`src/rtl/core/mfde_pkg.sv`:
```
`timescale 1ns / 1ps

package mfde_pkg;

  // status codes
  localparam logic [1:0] ST_OK       = 2'd0;
  localparam logic [1:0] ST_BAD_ARG  = 2'd1;
  localparam logic [1:0] ST_MISMATCH = 2'd2;

  // all-ones block size marks an unused walk level
  localparam logic [3:0] BS_UNUSED = 4'hF;

  typedef struct packed {
    logic [21:0] fill_base;
    logic [3:0]  elem_width;
    logic [19:0] dim_one;
    logic [19:0] dim_two;
    logic [19:0] dim_three;
    logic [3:0]  element_stride;
    logic [23:0] row_stride;
    logic [23:0] plane_stride;
  } mfde_cmd_t;

  typedef struct packed {
    logic [1:0]  status;
    logic [39:0] descriptor_word;
    logic [33:0] command_word;
  } mfde_rsp_t;

endpackage

```
`src/rtl/core/memory_fill_descriptor_encoder.sv`:
```
`timescale 1ns / 1ps

// Channel    | Handshake          | Payload
// -----------+--------------------+-----------------------------------
// command    | start / busy       | cmd : mfde_cmd_t (geometry of one memory)
// result     | done (one cycle)   | rsp : mfde_rsp_t (status, descriptor, count)
//
// One transaction enters per cycle while busy is low; its result sits on rsp
// with done high after three register stages (decode and log2 with the first
// multiplier, second multiplier with stride check, final select into the
// output register).
// Synchronous reset empties the pipeline and holds busy high for the cycle
// after it. The receiver cannot stall, so nothing waits.

module memory_fill_descriptor_encoder (
  input  logic                clk,
  input  logic                rst,
  input  logic                start,
  output logic                busy,
  input  mfde_pkg::mfde_cmd_t cmd,
  output logic                done,
  output mfde_pkg::mfde_rsp_t rsp
);

  import mfde_pkg::*;

  function automatic logic [4:0] flog2(input logic [23:0] v);
    logic [4:0] r;
    r = 5'd0;
    for (int i = 1; i < 24; i++) begin
      if (v[i]) r = 5'(i);
    end
    return r;
  endfunction

  // ---------------- stage 1: decode, log2, first product ----------------
  logic        accept;
  logic [3:0]  width_w;
  logic [3:0]  width_sel;

  logic        v1;
  logic [21:0] base1;
  logic [1:0]  size1;
  logic [3:0]  width1;
  logic [19:0] d1_1, d2_1, d3_1;
  logic [23:0] s1_1;
  logic [19:0] prod1;
  logic [4:0]  bs1f1, st1_1, bs2_1, st2_1;
  logic        pow2_1, bad1, oned1, twod1, mism1;

  assign accept  = start && !busy;
  assign width_w = (cmd.elem_width == 4'd3 && cmd.element_stride == 4'd4) ? 4'd4
                                                                          : cmd.elem_width;
  // 3D walks keep the given width
  assign width_sel = (cmd.dim_two != 20'd0 && cmd.dim_three != 20'd0) ? cmd.elem_width
                                                                      : width_w;

  always_ff @(posedge clk) begin
    if (rst) begin
      busy <= 1'b1;
      v1   <= 1'b0;
    end else begin
      busy <= 1'b0;
      v1   <= accept;
    end
    base1  <= cmd.fill_base;
    size1  <= 2'(width_sel - 4'd1);
    width1 <= width_w;
    d1_1   <= cmd.dim_one;
    d2_1   <= cmd.dim_two;
    d3_1   <= cmd.dim_three;
    s1_1   <= cmd.row_stride;
    prod1  <= 20'(cmd.dim_one * cmd.dim_two);
    bs1f1  <= flog2({4'd0, cmd.dim_one});
    st1_1  <= flog2(cmd.row_stride);
    bs2_1  <= flog2({4'd0, cmd.dim_two});
    st2_1  <= flog2(cmd.plane_stride);
    pow2_1 <= (cmd.dim_one & (cmd.dim_one - 20'd1)) == 20'd0;
    bad1   <= cmd.elem_width == 4'd0 || cmd.dim_one == 20'd0
              || cmd.element_stride == 4'd0
              || (cmd.dim_two == 20'd0 && cmd.dim_three != 20'd0);
    oned1  <= cmd.dim_two == 20'd0;
    twod1  <= cmd.dim_three == 20'd0;
    mism1  <= cmd.element_stride != width_w;
  end

  // ---------------- stage 2: second product, rounded-up row checks -------
  logic [4:0]  sh1;
  logic        v2;
  logic [21:0] base2;
  logic [1:0]  size2;
  logic [19:0] d1_2, prod2, count3_2, adj2;
  logic [4:0]  bs1f2, st1_2, bs2_2, st2_2;
  logic        pow2_2, bad2, oned2, twod2, mism2, stride_ok2;

  assign sh1 = bs1f1 + 5'd1;

  always_ff @(posedge clk) begin
    if (rst) begin
      v2 <= 1'b0;
    end else begin
      v2 <= v1;
    end
    base2      <= base1;
    size2      <= size1;
    d1_2       <= d1_1;
    prod2      <= prod1;
    count3_2   <= 20'(prod1 * d3_1);
    // count wraps at 20 bits, so only the low row-stride bits matter here
    adj2       <= 20'((d2_1 << sh1) - s1_1[19:0] + d1_1);
    stride_ok2 <= (({20'd0, width1} << sh1) == s1_1);
    bs1f2      <= bs1f1;
    st1_2      <= st1_1;
    bs2_2      <= bs2_1;
    st2_2      <= st2_1;
    pow2_2     <= pow2_1;
    bad2       <= bad1;
    oned2      <= oned1;
    twod2      <= twod1;
    mism2      <= mism1;
  end

  // ---------------- stage 3: select and pack ----------------
  logic [1:0]  status_next;
  logic [3:0]  bs1_f, st1_f, bs2_f, st2_f;
  logic [19:0] count_f;
  logic [4:0]  bs1_up;
  mfde_rsp_t   rsp_next;

  assign bs1_up = pow2_2 ? bs1f2 : bs1f2 + 5'd1;

  always_comb begin
    status_next = ST_OK;
    bs1_f       = BS_UNUSED;
    st1_f       = 4'd0;
    bs2_f       = BS_UNUSED;
    st2_f       = 4'd0;
    count_f     = d1_2;
    if (bad2) begin
      status_next = ST_BAD_ARG;
    end else if (oned2) begin
      if (mism2) status_next = ST_MISMATCH;
    end else if (twod2) begin
      bs1_f   = bs1_up[3:0];
      st1_f   = st1_2[3:0];
      count_f = pow2_2 ? prod2 : adj2;
      if (mism2 || (!pow2_2 && !stride_ok2)) status_next = ST_MISMATCH;
    end else begin
      bs1_f   = bs1_up[3:0];
      st1_f   = st1_2[3:0];
      bs2_f   = bs2_2[3:0];
      st2_f   = st2_2[3:0];
      count_f = count3_2;
    end

    rsp_next.status = status_next;
    if (status_next == ST_OK) begin
      rsp_next.descriptor_word = {st2_f, bs2_f, st1_f, bs1_f, size2, base2};
      rsp_next.command_word    = {count_f, 14'd0};
    end else begin
      rsp_next.descriptor_word = 40'd0;
      rsp_next.command_word    = 34'd0;
    end
  end

  always_ff @(posedge clk) begin
    if (rst) begin
      done <= 1'b0;
    end else begin
      done <= v2;
    end
    rsp <= rsp_next;
  end

  // ---------------- checks ----------------
  a_latency: assert property (@(posedge clk) disable iff (rst)
    accept |-> ##3 done)
    else $error("accepted transaction did not complete three cycles later");

  a_error_zero: assert property (@(posedge clk) disable iff (rst)
    done && rsp.status != ST_OK |-> rsp.descriptor_word == 40'd0
                                    && rsp.command_word == 34'd0)
    else $error("failed transaction carries non-zero words");

  a_reset_empty: assert property (@(posedge clk)
    busy |=> !done)
    else $error("result delivered straight after reset");

endmodule
```
`config.mk`:
```
export PLATFORM = sky130hd
export DESIGN_NAME = memory_fill_descriptor_encoder
export DESIGN_NICKNAME = d
export VERILOG_FILES = /design/src/rtl/core/mfde_pkg.sv /design/src/rtl/core/memory_fill_descriptor_encoder.sv
export SDC_FILE = /design/constraint.sdc
export NUM_CORES = 1
export LEC_CHECK = 0
export BUFFER_PORTS_ARGS = -buffer_cell sky130_fd_sc_hd__buf_2
export CAP_MARGIN = 20
export CORE_ASPECT_RATIO = 1.4
export CORE_MARGIN = 3
export CORE_UTILIZATION = 40
export DETAILED_ROUTE_END_ITERATION = 8
export GPL_TIMING_DRIVEN = 0
export HOLD_SLACK_MARGIN = 0.03
export PLACE_DENSITY = 0.58
export SYNTH_ARGS = -nofsm -noshare
export SYNTH_HDL_FRONTEND = slang
export SYNTH_SLANG_ARGS = --single-unit
```
`constraint.sdc`:
```
create_clock -name clk -period 7.4 [get_ports clk]
set_clock_uncertainty 0.15 [all_clocks]
set_input_delay 1.11 -clock clk [delete_from_list [all_inputs] [get_ports clk]]
set_output_delay 1.11 -clock clk [all_outputs]
set_load 0.01 [all_outputs]
```
==> results.yml, run 1 <==
outcome:
  status: "finished clean"
floorplan:
  dieWidth_um: 216
  core_area_sq_um: 60900
  die_height_um: 300
  initial_core_util_pct: 40.5
  die_area_sq_um: 64700
  ioPinCount: 219
  num_rows: 107
worst_setup_path:
  cpLargestDelayFamily: "adder cells"
  crit_type: "primary input to flip-flop"
  max_stage_delay_ns: 0.58
  cp-end-kind: "flip-flop"
  worst-path-buf-inv: 8
  path_cells: "buf_2 > clkbuf_1 > and2_1 > fa_1 > fa_1 > inv_1 > fa_1 > inv_1 > fa_1 > inv_1 > fa_1 > inv_1 > fa_1 > inv_1 > fa_1 > inv_1 > ha_1 > and2_1 > o21ai_0 > o21ai_0 > o21ba_2 > o21ai_0 > a21oi_1 > xnor2_1"
  crit_required_ns: 7.64
  critPathArrivalTime_ns: 7.31
  slowest_stage: "clkbuf_1"
  crit_path_start_kind: "primary input"
  crit_fanout: 10
  path_common_cell: "fa_1"
timing:
  fmax_mhz: 141
  maxSlewViolCount: 0
  worst_slack_ns: 0.326
  tns_ns: 0
  finalHoldViolCount: 0
  rsz0062_at_grt: "true"
  final.min_clock_period_ns: 7.07
  post-route-period-util_pct: 95.6
  max_slew.worst_pin.slew_ns: 0.950
  max-slew-margin-rel_pct: 36.5
  finalSetupViolCount: 0
  hold_slack_ns: 0.174
clock_network:
  clock_latency_ns: 0.55
  clock-root-buffer: "clkbuf_16"
  clk_pin_slew_ns: 0.06
  cts_buffers: 37
  cts_max_path_buffers: 3
  cts-htree-levels: 2
  cts_tree: "done"
  cts.sink_count: 346
drt:
  ant_nets: 0
  drt_pass1_iterations: 7
  viasPerCell: 4.94
  drtIter0Drc: 1029
  via_count: 18493
  routedWlPerCell_um: 18.6
  drcViolationCount: 0
  wirelength_mm: 69.6
cells_and_area:
  nets: 3491
  antenna_cells: 0
  syn_to_final_growth_pct: 13.4
  drive_gt1_share_pct: 11.9
synth:
  yosys.area.top_type_share_pct: 28.1
  synth_fa_ha_area_share_pct: 32.1
  synthXorXnorAreaFrac_pct: 5.14
  synth_compound_area_share_pct: 7.25
  synth.area.mux_share_pct: 2.26
  yosysWarnings: 0
  synth_edf_count: 0
  synth_common_cells: "inv_1 (456), dfxtp_1 (346), fa_1 (293)"
  async_flop_share_pct: 0
  synth_cell_type_count: 75
  synth_top_family_by_area: "adder cells"
  syn_area_sq_um: 24700
  syn_area_per_cell_sq_um: 9.33
  synth_top_area_cell: "dfxtp_1"
  synth_simple_gate_area_share_pct: 16.1
  synth_cells: 2644
  ys_ff_latch: 346
  yosysMostFrequentCell: "inv_1"
  synthTopCellsByArea: "dfxtp_1 (28%), fa_1 (24%), ha_1 (8.2%)"
  synth_flop_cell: "dfxtp_1"
  synth.yosys.seq_area_share_pct: 28.1
placement:
  dp_hpwl_mm: 57.2
  port_buffers: 203
  place_worst_setup_slack_ns: -0.469
  gp_congestion: 0.940
global_route:
  grt_antenna_before_repair: 1
  grt_pass1_wl_mm: 109
  grt_usage_pct: 21.6
  grt_pass1_vias: 19899
  grt_overflow: 0
  grt_max_degree: 17
worst_hold_path:
  hp-class: "flip-flop to flip-flop"
job:
  maxCapViolCount: 0
## routing by layer
metal  wire (um)  part of all wire, %  global-route usage (%)
met5          13                0.019                       0
met3        2650                  3.8                    2.14
met4        4230                  6.1                    12.1
met1       26800                   38                    24.7
met2       36000                   52                    39.5
## sequential cells by signal, summed over array words and instances (netlist names), 22 cells and up
name   flops
base1     22
base2     22
rsp       62
s1_1      24
## stage by stage
stage                     cell area, sq um  std cells  util, %
after floorplan                      24700       2657        -
after global placement               26800       3677     43.9
final                                28000       3741     45.9
after global routing                 28000       3741     45.9
after CTS                            28000       3745     45.9
after detailed placement             26800       3677     43.9
## final timing paths
check        slack, ns      start            to  depth (start not counted)
min reg2reg       0.17  base1[13]     base2[13]                          0
max reg2reg       0.40  prod1[10]  count3_2[18]                         24
min               0.17  base1[13]     base2[13]                          0
max               0.33   cmd[102]     prod1[19]                         24
## worst reg2reg max path: stages (launching register included)
cell and delay [ns]:
dfxtp_1 0.42, clkbuf_1 0.54, and2_1 0.26, fa_1 0.42, fa_1 0.51, inv_1 0.05
fa_1 0.47, inv_1 0.05, fa_1 0.50, inv_1 0.06, fa_1 0.53, inv_1 0.05
fa_1 0.48, inv_1 0.05, fa_1 0.47, inv_1 0.05, ha_1 0.32, a21oi_1 0.14
o21ai_0 0.16, a31oi_1 0.25, inv_1 0.08, a2111oi_1 0.49, o21bai_1 0.14, a21oi_1 0.19
xnor2_1 0.13
## area by class of cell
type	count	area (sq um)
Fill cell	5848	33000
Multi-Input combinational cell	1732	15600
Sequential cell	346	6930
Inverter	457	1720
Tap cell	817	1020
Timing Repair Buffer	203	1020
Clock buffer	44	993
Buffer	118	517
Clock inverter	24	218
## layout by cell type, fill, tap and decap left out, types with 17 or more instances in the layout
master and count:
a211oi_1 17, a21oi_1 91, and2_1 243, buf_2 211, clkbuf_1 88, clkbuf_16 38, dfxtp_1 346, fa_1 293
ha_1 162, inv_1 456, mux2_2 23, nand2_1 278, nor2_1 107, nor3_1 59, o21ai_0 43, o22ai_1 27
xnor2_1 109, xor2_1 32
## what timing repair did
item,4_1_cts,5_1_grt
endpoints found under the setup margin,0,6
setup buffers,0,0
hold buffers,0,0
endpoints found under the hold margin,0,0
resized for setup,0,20
## cell families after synthesis
group / after synthesis
XOR/XNOR: 143
AND/OR/NAND/NOR: 794
AO/OA/AOI/OAI: 279
other: 1
flip-flops: 346
adder cells (fa/ha/maj): 458
multiplexers: 44
buffers and inverters: 579
Power of run 1 is left out: the tool's default activity adds up to more than one toggle a clock period on the data nets, which glitch-free logic cannot reach.
==> run 2, diff against run 1 <==
PLACE_DENSITY = unset   (was 0.58)
SKIP_CTS_REPAIR_TIMING = 1   (was unset)
==> results.yml, run 2 (synthesized netlist as in run 1, its figures left out) <==
outcome:
  status: "finished clean"
worst_setup_path:
  crit_path_start_kind: "primary input"
  crit_type: "primary input to flip-flop"
  critPathArrivalTime_ns: 7.39
  cp-end-kind: "flip-flop"
  path_common_cell: "fa_1"
  crit_fanout: 10
  path_cells: "buf_2 > clkbuf_1 > clkbuf_1 > and2_1 > fa_1 > fa_1 > inv_1 > fa_1 > fa_1 > fa_1 > inv_1 > fa_1 > inv_1 > fa_1 > xnor2_1 > xnor2_1 > xnor2_1 > xnor2_1 > xnor2_1 > xnor2_1"
  slowest_stage: "fa_1"
  max_stage_delay_ns: 0.58
  crit_required_ns: 7.65
clock_network:
  cts_buffers: 35
  cts.sink_count: 346
  clock_latency_ns: 0.55
  cts-htree-levels: 2
  cts_tree: "done"
  cts_max_path_buffers: 3
  clk_pin_slew_ns: 0.06
  clock-root-buffer: "clkbuf_16"
global_route:
  grt_max_degree: 16
  grt_usage_pct: 21.6
  grt_antenna_before_repair: 1
  grt_overflow: 0
  grt_pass1_wl_mm: 109
  grt_pass1_vias: 20067
timing:
  fmax_mhz: 140
  final.min_clock_period_ns: 7.14
  maxSlewViolCount: 0
  finalSetupViolCount: 0
  finalHoldViolCount: 0
  max-slew-margin-rel_pct: 31.2
  max_slew.worst_pin.slew_ns: 1.03
  post-route-period-util_pct: 96.4
cells_and_area:
  fillers: 5967
  drive_gt1_share_pct: 11.8
  nets: 3490
  syn_to_final_growth_pct: 13.4
  largest_register_ff_count: 62
  final_common_cell: "inv_1"
  final_cell_mix: "inv_1 (456), dfxtp_1 (346), fa_1 (293)"
  regMostFlops: "rsp"
  finalInstanceArea_sq_um: 28000
  stdcell_count: 3738
  antenna_cells: 0
  reg_top3: "rsp x62, s1_1 x24"
  final_util_pct: 45.9
drt:
  wirelength_mm: 69.9
  viasPerCell: 4.97
  via_count: 18573
  routedWlPerCell_um: 18.7
  drt_pass1_iterations: 6
  ant_nets: 0
  drcViolationCount: 0
  drtIter0Drc: 1039
floorplan:
  num_rows: 107
  dieWidth_um: 216
  ioPinCount: 219
  die_area_sq_um: 64700
  core_area_sq_um: 60900
  die_height_um: 300
  initial_core_util_pct: 40.5
placement:
  gp_congestion: 0.930
  port_buffers: 203
  postPlaceCellArea_sq_um: 26800
  dp_hpwl_mm: 57.5
  dp.cells: 3677
job:
  maxCapViolCount: 0
worst_hold_path:
  hp-class: "flip-flop to flip-flop"
[run 2: changes by cell type in the layout (fill, tap and decap cells not counted), sizes merged]
cell      delta
clkbuf       +4
buf          -1
clkinvlp     -2
clkinv       -5
bufinv       +1
[run 2: per-stage QoR]
stage	TNS, ns	worst slack, ns	hold slack, ns
finish	0	0.263	0.174
global route	-0.0421	-0.0421	0.179
CTS	0	0.0382	0.174
detailed placement	-2.25	-0.539	0.162
global placement	-1.54	-0.414	0.160
floorplan	0	0.519	0.160
[run 2: final timing paths]
| check | start | depth (start not counted) | end | slack [ns] |
|---|---|---|---|---|
| min reg2reg | base1[9] | 0 | base2[9] | 0.17 |
| max reg2reg | prod1[7] | 24 | count3_2[18] | 0.43 |
| max | cmd[77] | 20 | prod1[19] | 0.26 |
| min | base1[9] | 0 | base2[9] | 0.17 |
[run 2: worst max-delay path: cells and delay by family]
family        cells  cell delay, ns
simple gates      1            0.25
buf+inv           6            1.18
xor+xnor          6            1.42
fa+ha+maj         7            3.41
[run 2: per-layer routing]
layer / part of all wire, % / GRT usage, % / wire [um]
met2: 50 / 38.1 / 34800
met4: 8.4 / 15.8 / 5840
met3: 4.3 / 2.81 / 3010
met5: 0 / 0 / 0
met1: 38 / 23.9 / 26300
[run 2: cell type report]
type | instances | area, sq um | share of cell area, %
Buffer | 119 | 523 | 1.87
Clock buffer | 46 | 997 | 3.56
Clock inverter | 18 | 218 | 0.778
Inverter | 457 | 1720 | 6.13
Multi-Input combinational cell | 1732 | 15600 | 55.6
Sequential cell | 346 | 6930 | 24.8
Tap cell | 817 | 1020 | 3.65
Timing Repair Buffer | 203 | 1020 | 3.63
Power of run 2 is left out for the same reason.
